==> src/rtl/core/mpct_pkg.sv <==
// Shared types and constants for the mouse packet cursor tracker.
package mpct_pkg;

  localparam int unsigned COORD_W  = 12;
  localparam int unsigned CFG_IDX_W = 4;
  localparam int unsigned SUM_W    = COORD_W + 2;

  // configuration register indexes
  localparam logic [CFG_IDX_W-1:0] REG_X_LIMIT = CFG_IDX_W'(0);
  localparam logic [CFG_IDX_W-1:0] REG_Y_LIMIT = CFG_IDX_W'(1);

  localparam logic [COORD_W-1:0] X_LIMIT_RST = COORD_W'(319);
  localparam logic [COORD_W-1:0] Y_LIMIT_RST = COORD_W'(199);
  localparam logic [COORD_W-1:0] POS_X_RST   = COORD_W'(160);
  localparam logic [COORD_W-1:0] POS_Y_RST   = COORD_W'(100);

  // header byte bits
  localparam int unsigned HDR_SYNC_BIT = 3;
  localparam int unsigned HDR_XSGN_BIT = 4;
  localparam int unsigned HDR_YSGN_BIT = 5;

  // decoded packet, valid only when done is set
  typedef struct packed {
    logic              done;
    logic signed [8:0] dx;
    logic signed [8:0] dy;
    logic [2:0]        buttons;
  } pkt_t;

endpackage

==> src/rtl/core/mouse_packet_cursor_tracker.sv <==
// Top level: input beat register, packet framer, cursor update and result register.
//
// Usage
//   Input channel (in_valid / in_ready / in_mouse_byte) takes one raw device
//   byte per beat. The second byte after a header (sync bit 3 set) closes a
//   packet and yields one result beat on out_valid / out_ready carrying the
//   clamped cursor position and the button bits. Header-slot bytes without the
//   sync bit are dropped and give no result.
//   Config channel (cfg_valid / cfg_ready / cfg_index / cfg_data) is always
//   ready; index 0 sets the x limit, index 1 the y limit, others are ignored.
//   Write it only while no packet bytes are in flight.
// Timing
//   One byte per cycle while the result side does not stall. A byte is held
//   in the input register and the framer plus the add-and-clamp path load the
//   result register from it once the result slot is free.
// Stall
//   While a result waits for out_ready the input register holds its byte and
//   in_ready stays low; if it is empty, one more byte can be taken, then in_ready drops.
// Reset
//   Limits return to 319/199, cursor to (160,100), framer to the header slot,
//   both pipeline registers empty.
module mouse_packet_cursor_tracker
  import mpct_pkg::*;
(
  input  logic                 clk,
  input  logic                 rst_n,
  input  logic                 in_valid,
  output logic                 in_ready,
  input  logic [7:0]           in_mouse_byte,
  output logic                 out_valid,
  input  logic                 out_ready,
  output logic [COORD_W-1:0]   out_cursor_x,
  output logic [COORD_W-1:0]   out_cursor_y,
  output logic [2:0]           out_button_bits,
  input  logic                 cfg_valid,
  output logic                 cfg_ready,
  input  logic [CFG_IDX_W-1:0] cfg_index,
  input  logic [COORD_W-1:0]   cfg_data
);

  logic [COORD_W-1:0] x_limit_r, y_limit_r;
  logic               in_vld_r;
  logic [7:0]         in_byte_r;
  logic               out_vld_r;
  logic [COORD_W-1:0] out_x_r, out_y_r;
  logic [2:0]         out_btn_r;

  logic               advance, fire;
  pkt_t               pkt;
  logic [COORD_W-1:0] x_nxt, y_nxt;

  // the byte in the input register moves on whenever the result slot is free
  assign advance  = !out_vld_r || out_ready;
  assign fire     = in_vld_r && advance;
  assign in_ready = !in_vld_r || advance;
  assign cfg_ready = 1'b1;

  // config registers
  always_ff @(posedge clk) begin
    if (!rst_n) begin
      x_limit_r <= X_LIMIT_RST;
      y_limit_r <= Y_LIMIT_RST;
    end else if (cfg_valid && cfg_ready) begin
      case (cfg_index)
        REG_X_LIMIT: x_limit_r <= cfg_data;
        REG_Y_LIMIT: y_limit_r <= cfg_data;
        default: ;
      endcase
    end
  end

  // input beat register
  always_ff @(posedge clk) begin
    if (!rst_n) begin
      in_vld_r <= 1'b0;
    end else if (in_ready) begin
      in_vld_r <= in_valid;
    end
  end

  always_ff @(posedge clk) begin
    if (in_valid && in_ready) begin
      in_byte_r <= in_mouse_byte;
    end
  end

  mpct_framer u_framer (
    .clk        (clk),
    .rst_n      (rst_n),
    .fire       (fire),
    .mouse_byte (in_byte_r),
    .pkt        (pkt)
  );

  mpct_cursor u_cursor (
    .clk     (clk),
    .rst_n   (rst_n),
    .fire    (fire),
    .pkt     (pkt),
    .x_limit (x_limit_r),
    .y_limit (y_limit_r),
    .x_nxt   (x_nxt),
    .y_nxt   (y_nxt)
  );

  // result register
  always_ff @(posedge clk) begin
    if (!rst_n) begin
      out_vld_r <= 1'b0;
    end else if (advance) begin
      out_vld_r <= fire && pkt.done;
    end
  end

  always_ff @(posedge clk) begin
    if (fire && pkt.done) begin
      out_x_r   <= x_nxt;
      out_y_r   <= y_nxt;
      out_btn_r <= pkt.buttons;
    end
  end

  assign out_valid       = out_vld_r;
  assign out_cursor_x    = out_x_r;
  assign out_cursor_y    = out_y_r;
  assign out_button_bits = out_btn_r;

  // a held byte must not be lost or overwritten while the result slot is blocked
  a_hold_byte: assert property (@(posedge clk) disable iff (!rst_n)
    (in_vld_r && !advance) |=> (in_vld_r && $stable(in_byte_r)))
    else $error("input beat lost during stall");

  // a closing byte always lands in the result register
  a_result_loaded: assert property (@(posedge clk) disable iff (!rst_n)
    (fire && pkt.done) |=> out_vld_r)
    else $error("completed packet gave no result");

  // reset empties both pipeline registers
  a_reset_empty: assert property (@(posedge clk)
    !rst_n |=> (!out_vld_r && !in_vld_r))
    else $error("pipeline not empty after reset");

endmodule

==> src/rtl/core/mpct_framer.sv <==
// Byte framer: finds the header and assembles three-byte movement packets.
module mpct_framer
  import mpct_pkg::*;
(
  input  logic       clk,
  input  logic       rst_n,
  input  logic       fire,
  input  logic [7:0] mouse_byte,
  output pkt_t       pkt
);

  localparam logic [1:0] POS_HDR = 2'd0;
  localparam logic [1:0] POS_X   = 2'd1;
  localparam logic [1:0] POS_Y   = 2'd2;

  logic [1:0] pos_r, pos_nxt;
  logic [7:0] hdr_r, hdr_nxt;
  logic [7:0] xb_r, xb_nxt;

  always_comb begin
    pos_nxt = pos_r;
    hdr_nxt = hdr_r;
    xb_nxt  = xb_r;
    case (pos_r)
      POS_X: begin
        xb_nxt  = mouse_byte;
        pos_nxt = POS_Y;
      end
      POS_Y: begin
        pos_nxt = POS_HDR;
      end
      default: begin
        // header slot (and the unused code): keep only bytes with sync set
        if (mouse_byte[HDR_SYNC_BIT]) begin
          hdr_nxt = mouse_byte;
          pos_nxt = POS_X;
        end else begin
          pos_nxt = POS_HDR;
        end
      end
    endcase
  end

  always_comb begin
    pkt.done    = (pos_r == POS_Y);
    pkt.dx      = {hdr_r[HDR_XSGN_BIT], xb_r};
    pkt.dy      = {hdr_r[HDR_YSGN_BIT], mouse_byte};
    pkt.buttons = hdr_r[2:0];
  end

  always_ff @(posedge clk) begin
    if (!rst_n) begin
      pos_r <= POS_HDR;
      hdr_r <= 8'h00;
      xb_r  <= 8'h00;
    end else if (fire) begin
      pos_r <= pos_nxt;
      hdr_r <= hdr_nxt;
      xb_r  <= xb_nxt;
    end
  end

endmodule

==> src/rtl/core/mpct_cursor.sv <==
// Cursor position registers with add and clamp.
module mpct_cursor
  import mpct_pkg::*;
(
  input  logic               clk,
  input  logic               rst_n,
  input  logic               fire,
  input  pkt_t               pkt,
  input  logic [COORD_W-1:0] x_limit,
  input  logic [COORD_W-1:0] y_limit,
  output logic [COORD_W-1:0] x_nxt,
  output logic [COORD_W-1:0] y_nxt
);

  logic [COORD_W-1:0] pos_x_r, pos_y_r;
  logic signed [SUM_W-1:0] sum_x, sum_y;

  function automatic logic [COORD_W-1:0] clamp(input logic signed [SUM_W-1:0] v,
                                               input logic [COORD_W-1:0] lim);
    logic [COORD_W-1:0] res;
    if (v[SUM_W-1]) begin
      res = '0;
    end else if (v[SUM_W-2:0] > {1'b0, lim}) begin
      res = lim;
    end else begin
      res = v[COORD_W-1:0];
    end
    return res;
  endfunction

  always_comb begin
    sum_x = $signed({2'b00, pos_x_r}) + SUM_W'(pkt.dx);
    sum_y = $signed({2'b00, pos_y_r}) - SUM_W'(pkt.dy);
    x_nxt = clamp(sum_x, x_limit);
    y_nxt = clamp(sum_y, y_limit);
  end

  always_ff @(posedge clk) begin
    if (!rst_n) begin
      pos_x_r <= POS_X_RST;
      pos_y_r <= POS_Y_RST;
    end else if (fire && pkt.done) begin
      pos_x_r <= x_nxt;
      pos_y_r <= y_nxt;
    end
  end

endmodule

==> config.mk <==
export PLATFORM = sky130hd
export DESIGN_NAME = mouse_packet_cursor_tracker
export DESIGN_NICKNAME = d
export VERILOG_FILES = /design/src/rtl/core/mpct_pkg.sv /design/src/rtl/core/mouse_packet_cursor_tracker.sv /design/src/rtl/core/mpct_framer.sv /design/src/rtl/core/mpct_cursor.sv
export SDC_FILE = /design/constraint.sdc
export NUM_CORES = 1
export LEC_CHECK = 0
export ABC_AREA = 1
export ABC_CLOCK_PERIOD_IN_PS = 3100
export BUFFER_PORTS_ARGS = -buffer_cell sky130_fd_sc_hd__buf_4
export CAP_MARGIN = 20
export CORE_MARGIN = 2
export CORE_UTILIZATION = 50
export CTS_CLUSTER_SIZE = 8
export DETAILED_ROUTE_END_ITERATION = 10
export PLACE_DENSITY = 0.72
export SYNTH_ARGS = -nofsm -noshare
export SYNTH_HDL_FRONTEND = slang
export SYNTH_SLANG_ARGS = --single-unit
==> constraint.sdc <==
create_clock -name clk -period 3.1 [get_ports clk]
set_clock_uncertainty 0.15 [all_clocks]
set_input_delay 0.31 -clock clk [delete_from_list [all_inputs] [get_ports clk]]
set_output_delay 0.31 -clock clk [all_outputs]
set_load 0.01 [all_outputs]
; ---- Word-level counts from Yosys, hierarchy flattened
; Cells that the tools add are included.
[word_totals]
elab_cells = 40
ram_bits = 0
regBits = 101
latchBits = 0
in_bits = 29
romBits = 0
out_inout_bits = 30
memories = 0
[classes]
n_mul = 0
bitwise_logic = 1
shift = 0
mux = 6
div = 0
addsub = 2
eq_ne = 3
order_cmp = 2
n_reduce_logical = 13
[op_table]
columns = operator, n
row1 = two-way mux 12 bit, 4
row2 = greater-than comparator 13 x 12 -> 1 bit, 2
row3 = adder 13 x 9 -> 14 bit, 1
row4 = subtractor 13 x 9 -> 14 bit, 1
row5 = AND reduction 2 bit, 3
row6 = "== test 4 x 1 -> 1 bit, second input constant", 1
row7 = logical NOT 4 bit, 1
row8 = case mux 2 bit (2 select lines), 1
row9 = logical AND 1 bit, 3
row10 = AND reduction 3 bit, 1
row11 = "== test 2 x 1 -> 1 bit, second input constant", 1
row12 = "== test 2 bit, second input constant", 1
row13 = logical NOT 1 bit, 2
row14 = logical OR 1 bit, 2
row15 = OR reduction 2 bit, 1
row16 = two-way mux 1 bit, 1
row17 = NOT 1 bit, 1

; ---- Logic depth before layout (Yosys ltp)
; Gate-level depths: netlist (run 1).
[logic_depth]
word_depth = 4
depth_mapped = 24
mapped_depth_nobuf = 24

; ---- Modules after synthesis
; Synthesis (run 1) repeated with hierarchy kept, for this count alone.
[unflattened]
hier_cells = 840
hier_area_um2 = 6608.8
[by_module_without_submodules]
columns = mod, seq_area_each_um2, n_inst, area_each_um2, cells_each
row1 = mpct_cursor, 480.5, 1, 3639.7, 536
row2 = mouse_packet_cursor_tracker, 1571.5, 1, 2301.0, 216
row3 = mpct_framer, 300.3, 1, 668.1, 88

; ---- Least setup slack after synthesis (run 1)
; OpenSTA, ideal clock, no wires.
[synth_path]
kind = register to register
startpoint = reg in_byte_r[0]
endpoint = reg out_y_r[10], in the netlist out_cursor_y[10] (data pin)
t_arrival_ns = 2.881
setup_ns = 0.252
setup_slack_ns = -0.182
stages_incl_launch_ff = 19
period_less_slack_ns = 3.282
n_path_buf = 1
t_required_ns = 2.698
path_cell_list = edfxtp_1 > ha_1 > fa_1 > o21ai_4 > nand3_1 > nand2_1 > xor2_1 > inv_1 > ha_1 > nand2_1 > nor3_1 > o21ai_0 > nand2_1 > nand2_2 > nand3_4 > buf_6 > nand2_1 > nand3_1 > inv_1
[synth_via]
elab_chain_cells = 4
[synth_rtl]
columns = item, line_no
row1 = from (decl), mouse_packet_cursor_tracker.sv:43  ; logic [7:0] in_byte_r;
row2 = from (signal assigned), mouse_packet_cursor_tracker.sv:83  ; in_byte_r <= in_mouse_byte;
row3 = subtractor 13 x 9 -> 14 bit *, mpct_cursor.sv:33  ; sum_y = $signed({2'b00, pos_y_r}) - SUM_W'(pkt.dy);
row4 = greater-than comparator 13 x 12 -> 1 bit, mpct_cursor.sv:23  ; end else if (v[SUM_W-2:0] > {1'b0, lim}) begin
row5 = two-way mux 12 bit, mpct_cursor.sv:23
row6 = two-way mux 12 bit *, mpct_cursor.sv:21  ; if (v[SUM_W-1]) begin
row7 = named net u_cursor.y_nxt[10], mpct_cursor.sv:12  ; output logic [COORD_W-1:0] y_nxt
row8 = to (signal assigned), mouse_packet_cursor_tracker.sv:118  ; out_y_r <= y_nxt;
row9 = to (decl), mouse_packet_cursor_tracker.sv:45  ; logic [COORD_W-1:0] out_x_r, out_y_r;
; Mark *: on every way through the listed nets, which the timed path passes. The rest lies on a longest branch.
; A chain may end at the register's enable or synchronous reset.

; ---- Worst setup path in the final report (run 1)
[layout_path]
startpoint = reg in_byte_r[0]
endpoint = reg out_y_r[0], in the netlist out_cursor_y[0] (data pin)
; The elaborated chain is that of the path after synthesis.

==> results.toml, run 1 <==
[clock_network]
worst_skew_pair.late_latency_ns = 0.35
cts_inserted_buffers = 9
cts_sinks = 100
clock_tree.root_cell = "sky130_fd_sc_hd__clkbuf_16"
cts_buffer_depth = 2
cts.clk_slew.worst_paths_ns = 0.07
tritoncts = "done"
cts_max_level = 3

[detailed_routing]
drc_violations_left = 0
avgViaCountPerCell = 5.62
num_vias = 5903
postRouteAntennaNets = 0
drt_first_pass_iters = 5
routed_wirelength_um = 17900
route.detailed.wl_per_inst_um = 17.0
first_iter_violations = 516

[yosys]
synth_compound_area_share_pct = 13.9
most_used_flip_flop_cell_after_synthesis = "sky130_fd_sc_hd__dfxtp_1"
ys_ff_latch = 100
synth.net_count = 864
proportion_of_synthesized_area_in_mux_cells_pct = 0
synth.cell_area_sq_mm = 0.00605
syn_area_cell_sq_um = 7.75
synth_simple_gate_area_share_pct = 22.9
yosys_warning_total = 0
largest_family_of_logic_cells_by_synthesized_area = "simple AND/OR/NAND/NOR gates"
cell_count_after_synthesis = 781
ys_async_sr_fraction_pct = 0
post_synth_fa_ha_maj_area_fraction_pct = 11.4
ys_seq_area_share_pct = 38.9
post_synth_xor_area_fraction_pct = 2.03
netlist-cell-type-count = 40
synth_enable_flop_cells = 35

[setup_path]
critPathLaunchType = "flop"
cpMaxStageDelayCell = "sky130_fd_sc_hd__edfxtp_1"
timing.setup.critical_path_class = "flop to flop"
setup.worst_path.end_class = "flop"
cp_data_required_time_ns = 3.06
cp-startpoint = "in_byte_r[0]"
crit_path_max_incr_delay_ns = 0.49
worst_r2r_endpoint = "out_cursor_y[0]"
cp_max_fo = 7
critical_path.reg2reg.startpoint = "in_byte_r[0]"
termination_of_the_worst_setup_path = "out_cursor_y[0]"
reg2reg_path_depth = 19
critical_path_arrival_ns = 3.44
path_common_cell = "sky130_fd_sc_hd__nand2_2"
critical_path.cell_chain = "ha_4 -> fa_2 -> o21ai_4 -> nand3_1 -> nand2_2 -> xor2_2 -> inv_2 -> ha_4 -> a21oi_1 -> o21ai_1 -> a21oi_1 -> nand2_1 -> nand2_4 -> nand3_4 -> buf_6 -> nand2_2 -> nand2_1 -> nand2_2 -> inv_2"
reg2reg_slack_ns = -0.37

[worst_hold_path]
whs_path_depth = 3
worstHoldPathType = "input port to flop"

[timing]
highest_clock_rate_mhz = 288
relSlewSlack_pct = 51.5
fin_crit_ns = 3.47
max_slew.worst_pin.slew_ns = 0.726
fin_worst_hold_slack_ns = 0.0486
grt_setup_unrepaired = "yes"
finalSetupViolations = 48
timing.final.crit_share_pct = 112
final_slew_violations = 0
layout_setup_ws_ns = -0.375
report.final.hold_viol_count = 0

[floorplanning]
design.core.area_sq_mm = 0.0119
placement_rows = 40
start_util_pct = 50.8
top_level_ports = 59
die_area_sq_mm = 0.0130
die_height_um = 114
die_width_um = 114

[final_layout]
layout-area-overhead-vs-synth_pct = 33.8
nNetsFinal = 982
insertedDiodeCount = 0
drive_above_1_share_pct = 32.3
layout.filler_cells = 888

[global_route]
number_of_global_route_vias_before_repair = 5564
largest_net_degree_at_the_start_of_global_routing = 41
grt_overflow_total = 0
grt_pass1_wl_um = 26800
grt_antenna_before_repair = 0
track_usage_pct = 26.3

[power_and_ir_drop]
fin_total_pwr_w = 0.00333
power.static_leakage_nw = 3.90
powerDensity_mw_per_mm2 = 412
max-vdd-ir-drop_mv = 0.249

[job]
max_cap_violations = 0

[placed_design]
preCtsSetupSlack_ns = -0.401
port_buffers = 57
detailedPlacementHpwl_um = 12300
place_congestion = 0.981

[status]
violations = "negative setup slack"
outcome = "complete, but fails checks"
layout make-up:
type | count | area [sq um] | area share, %
repair buffers | 129 | 1040 | 12.8
flip-flops and latches | 100 | 2350 | 29.1
clock buffers | 12 | 236 | 2.92
multi-input cells | 516 | 3710 | 45.9
well taps | 147 | 184 | 2.27
clock inverters | 4 | 27.5 | 0.340
inverters | 143 | 537 | 6.63
cells in the mapped netlist, types with 3 or more instances:
| cell | n | area, sq um |
|---|---|---|
| sky130_fd_sc_hd__nand2_1 | 141 | 529 |
| sky130_fd_sc_hd__inv_1 | 139 | 522 |
| sky130_fd_sc_hd__a21oi_1 | 83 | 415 |
| sky130_fd_sc_hd__dfxtp_1 | 65 | 1300 |
| sky130_fd_sc_hd__o21ai_0 | 59 | 295 |
| sky130_fd_sc_hd__nand3_1 | 53 | 265 |
| sky130_fd_sc_hd__ha_1 | 52 | 651 |
| sky130_fd_sc_hd__edfxtp_1 | 35 | 1050 |
| sky130_fd_sc_hd__nand4_1 | 32 | 200 |
| sky130_fd_sc_hd__nor2_1 | 28 | 105 |
| sky130_fd_sc_hd__clkbuf_1 | 14 | 52.6 |
| sky130_fd_sc_hd__nand3_2 | 9 | 90.1 |
| sky130_fd_sc_hd__xor2_1 | 9 | 78.8 |
| sky130_fd_sc_hd__nor3_1 | 8 | 40.0 |
| sky130_fd_sc_hd__nand2_2 | 6 | 37.5 |
| sky130_fd_sc_hd__a21oi_2 | 5 | 43.8 |
| sky130_fd_sc_hd__xnor2_1 | 5 | 43.8 |
| sky130_fd_sc_hd__buf_2 | 4 | 20.0 |
| sky130_fd_sc_hd__clkinv_1 | 4 | 15.0 |
| sky130_fd_sc_hd__o21bai_1 | 3 | 22.5 |
layout by cell type (no fill, tap or decap), types with 12 or more instances in the layout:
cell type                  instances
sky130_fd_sc_hd__inv_1           118
sky130_fd_sc_hd__buf_4           111
sky130_fd_sc_hd__nand2_1         110
sky130_fd_sc_hd__dfxtp_1          63
sky130_fd_sc_hd__a21oi_1          62
sky130_fd_sc_hd__o21ai_0          55
sky130_fd_sc_hd__ha_1             43
sky130_fd_sc_hd__edfxtp_1         35
sky130_fd_sc_hd__nand4_1          32
sky130_fd_sc_hd__nand3_1          31
sky130_fd_sc_hd__a21oi_2          26
sky130_fd_sc_hd__nand2_2          24
sky130_fd_sc_hd__nor2_1           23
sky130_fd_sc_hd__inv_2            22
sky130_fd_sc_hd__nand3_2          20
sky130_fd_sc_hd__nand2_4          14
sky130_fd_sc_hd__nand3_4          12
where the power goes:
group / leakage [nW] / total [W] / internal, W / switching, W
combinational: 2.92 / 0.000872 / 0.000353 / 0.000519
sequential: 0.848 / 0.00141 / 0.00139 / 0.0000176
clock: 0.131 / 0.00104 / 0.000547 / 0.000497
per-stage QoR:
step	TNS, ns	util [%]	instances	instance area, sq um
6_report	-10.97	67.9	1051	8090
5_1_grt	-16.36	67.9	1051	8090
4_1_cts	-5.13	63.9	1048	7610
3_5_place_dp	-10.51	58.6	1017	6980
3_3_place_gp	-5.72	58.6	1017	6980
2_1_floorplan	0	-	781	6070
worst max-delay path: cells and delay by family (launching register included):
kind / cells / cell delay [ns]
adder cells (fa/ha/maj): 3 / 0.84
AND/OR/NAND/NOR: 8 / 0.74
AO/OA/AOI/OAI: 4 / 0.58
flip-flops: 1 / 0.49
buffers and inverters: 3 / 0.27
XOR/XNOR: 1 / 0.17
state kept, by name, summed over array words and instances, names as in the netlist:
name and cells:
x_limit_r 12, u_framer.pos_r 2, out_cursor_y 12, out_cursor_x 12, u_framer.xb_r 8, y_limit_r 12
u_framer.hdr_r 5, out_button_bits 3, in_vld_r 1, u_cursor.pos_x_r 12, out_valid 1, u_cursor.pos_y_r 12
in_byte_r 8
how the worst min path moves through the flow:
stage                              end         startpoint
floorplan           out_button_bits[0]  u_framer.hdr_r[0]
global placement    out_button_bits[1]  u_framer.hdr_r[1]
detailed placement  out_button_bits[0]  u_framer.hdr_r[0]
CTS                       y_limit_r[0]        cfg_data[0]
global route              y_limit_r[0]        cfg_data[0]
finish                    y_limit_r[6]        cfg_data[6]
routing by layer:
layer | wire length [um] | share of wire, % | global-route usage, % | vias to the layer above
li1 | - | - | - | 2826
met1 | 7600 | 42 | 35.4 | 2741
met2 | 8300 | 46 | 41.4 | 281
met3 | 1340 | 7.5 | 5.15 | 55
met4 | 658 | 3.7 | 11.4 | 0
met5 | 0 | 0 | 0 | -
cells by family after synthesis:
family | after synthesis
XOR/XNOR | 14
flip-flops | 100
AND/OR/NAND/NOR | 289
buffers and inverters | 165
other | 1
adder cells (fa/ha/maj) | 54
AO/OA/AOI/OAI | 158
repair_timing:
item,4_1_cts,5_1_grt
hold buffers,8,0
hold endpoints to repair,8,0
setup buffers,7,3
resized for setup,53,116
pin swaps,17,47
gates cloned,0,0
setup endpoints to repair,48,48
Power figures use the tool's default switching activity.
==> inputs of run 2 (changes only) <==
- SKIP_LAST_GASP: unset -> 1
==> run 2 against run 1 <==
  * The flow still finishes with violations (negative setup slack)
  * Via count decreased by 0.19%
  * Global-route usage about the same
  * Clock power about the same
==> results.toml, run 2 (synthesized netlist as in run 1, its figures left out) <==
[timing]
final_slew_violations = 0
timing.final.crit_share_pct = 112
layout_setup_ws_ns = -0.372
relSlewSlack_pct = 52.0
max_slew.worst_pin.slew_ns = 0.718
finalSetupViolations = 48
report.final.hold_viol_count = 0
fin_crit_ns = 3.47
grt_setup_unrepaired = "yes"
highest_clock_rate_mhz = 288
tns_ns = -10.94

[job]
max_cap_violations = 0

[global_route]
largest_net_degree_at_the_start_of_global_routing = 41
grt_pass1_wl_um = 26800
track_usage_pct = 26.3
grt_overflow_total = 0
number_of_global_route_vias_before_repair = 5567
grt_antenna_before_repair = 0

[placed_design]
port_buffers = 57
detailedPlacementHpwl_um = 12300
place_area_sq_mm = 0.00698
place_congestion = 0.981
place.detailed.instances = 1017

[floorplanning]
design.core.area_sq_mm = 0.0119
top_level_ports = 59
die_width_um = 114
die_area_sq_mm = 0.0130
die_height_um = 114
placement_rows = 40
start_util_pct = 50.8

[final_layout]
layout_commonest_cell = "sky130_fd_sc_hd__inv_1"
nNetsFinal = 982
layout.filler_cells = 896
most-common-layout-cells = "120 x sky130_fd_sc_hd__inv_1, 111 x sky130_fd_sc_hd__nand2_1, 111 x sky130_fd_sc_hd__buf_4, 63 x sky130_fd_sc_hd__dfxtp_1, 62 x sky130_fd_sc_hd__a21oi_1"
layout-area-overhead-vs-synth_pct = 33.1
final_area_sq_mm = 0.00805
finalCoreUtilization_pct = 67.6
insertedDiodeCount = 0
drive_above_1_share_pct = 31.6
non_filler_instance_count_after_layout = 1051

[setup_path]
cp_num_buf_inv = 4
crit_family = "simple AND/OR/NAND/NOR gates"
setup.worst_path.end_class = "flop"
cp_max_fo = 7
critical_path.cell_chain = "ha_4 -> fa_2 -> buf_6 -> nand3b_1 -> nand3_1 -> nand2_1 -> nand2_2 -> inv_2 -> ha_4 -> nand3_4 -> nor3_4 -> nand4_1 -> nand2_4 -> nand3_4 -> buf_6 -> nand2_2 -> nand2_1 -> nand2_2 -> inv_2"
cp_data_required_time_ns = 3.06
cpMaxStageDelayCell = "sky130_fd_sc_hd__edfxtp_1"
crit_path_max_incr_delay_ns = 0.48
timing.setup.critical_path_class = "flop to flop"
path_common_cell = "sky130_fd_sc_hd__nand2_2"
critical_path_arrival_ns = 3.44
critPathLaunchType = "flop"

[detailed_routing]
routed_wirelength_um = 17900
drc_violations_left = 0
drt_first_pass_iters = 5
postRouteAntennaNets = 0
avgViaCountPerCell = 5.61
route.detailed.wl_per_inst_um = 17.0
first_iter_violations = 512
num_vias = 5892

[clock_network]
cts_inserted_buffers = 9
cts_buffer_depth = 2
cts.clk_slew.worst_paths_ns = 0.07
worst_skew_pair.late_latency_ns = 0.35
tritoncts = "done"
clock_tree.root_cell = "sky130_fd_sc_hd__clkbuf_16"
cts_sinks = 100
cts_max_level = 3

[power_and_ir_drop]
power.share.combinational_pct = 25.9
internal-power_w = 0.00229
max-vdd-ir-drop_mv = 0.250
powerDensity_mw_per_mm2 = 412
power_frac_seq_pct = 42.6
clock_power_share_pct = 31.4
power.switching_fraction_pct = 30.8
power.switching_w = 0.00102
power.static_leakage_nw = 3.89

[worst_hold_path]
worstHoldPathType = "input port to flop"

[status]
violations = "negative setup slack"
outcome = "complete, but fails checks"
run 2: cell counts in the layout (fill, tap and decap cells not counted):
No cell type changed its count.
run 2: what timing repair did:
action / in CTS / in global routing
buffers inserted: 7 / 3
endpoints found under the setup margin: 48 / 48
resized for setup: 52 / 107
hold buffers: 8 / 0
pin swaps: 17 / 47
endpoints found under the hold margin: 8 / 0
run 2: path summary, 6_finish.rpt:
check	slack (ns)	to	cells past startpoint	start
worst min-delay path	0.04	y_limit_r[0]	3	cfg_data[0]
worst max-delay path	-0.37	out_cursor_y[0]	19	in_byte_r[0]
worst min register to register	0.29	out_button_bits[1]	0	u_framer.hdr_r[1]
worst max register to register	-0.37	out_cursor_y[0]	19	in_byte_r[0]
run 2: power groups by stage:
stage	Sequential [W]	Combinational [W]	Clock, W
2_1_floorplan	0.00144	0.000421	0
3_3_place_gp	0.00144	0.000611	0
3_5_place_dp	0.00144	0.000634	0
4_1_cts	0.00141	0.000708	0.00105
5_1_grt	0.00141	0.000928	0.00110
6_report	0.00141	0.000858	0.00104
run 2: worst register-to-register path, cell delays in order, from the launching register on:
cell and delay [ns]:
sky130_fd_sc_hd__edfxtp_1 0.48, sky130_fd_sc_hd__ha_4 0.22, sky130_fd_sc_hd__fa_2 0.40, sky130_fd_sc_hd__buf_6 0.14, sky130_fd_sc_hd__nand3b_1 0.17, sky130_fd_sc_hd__nand3_1 0.10
sky130_fd_sc_hd__nand2_1 0.07, sky130_fd_sc_hd__nand2_2 0.10, sky130_fd_sc_hd__inv_2 0.06, sky130_fd_sc_hd__ha_4 0.28, sky130_fd_sc_hd__nand3_4 0.08, sky130_fd_sc_hd__nor3_4 0.19
sky130_fd_sc_hd__nand4_1 0.17, sky130_fd_sc_hd__nand2_4 0.12, sky130_fd_sc_hd__nand3_4 0.13, sky130_fd_sc_hd__buf_6 0.16, sky130_fd_sc_hd__nand2_2 0.05, sky130_fd_sc_hd__nand2_1 0.07
sky130_fd_sc_hd__nand2_2 0.08, sky130_fd_sc_hd__inv_2 0.04
run 2: routing by layer:
layer	vias up	track usage (%)	part of all wire, %
li1	2820	-	-
met1	2745	35.4	43
met2	268	41.5	46
met3	59	5.15	7.3
met4	0	11.4	3.8
met5	-	0	0
run 2: layout make-up:
type                    count  area [sq um]  share of cell area (%)
clock inverters             4          27.5                   0.342
repair buffers            129          1040                    12.9
multi-input cells         516          3670                    45.6
flip-flops and latches    100          2350                    29.3
clock buffers              12           236                    2.94
well taps                 147           184                    2.29
inverters                 143           537                    6.67
run 2: per-stage QoR:
step	hold slack (ns)	worst slack, ns	power [W]
final	0.0419	-0.372	0.00331
after global routing	0.0604	-0.514	0.00345
after CTS	0.0446	-0.275	0.00317
after detailed placement	0.269	-0.401	0.00207
after global placement	0.267	-0.357	0.00205
after floorplan	0.258	0.00810	0.00186
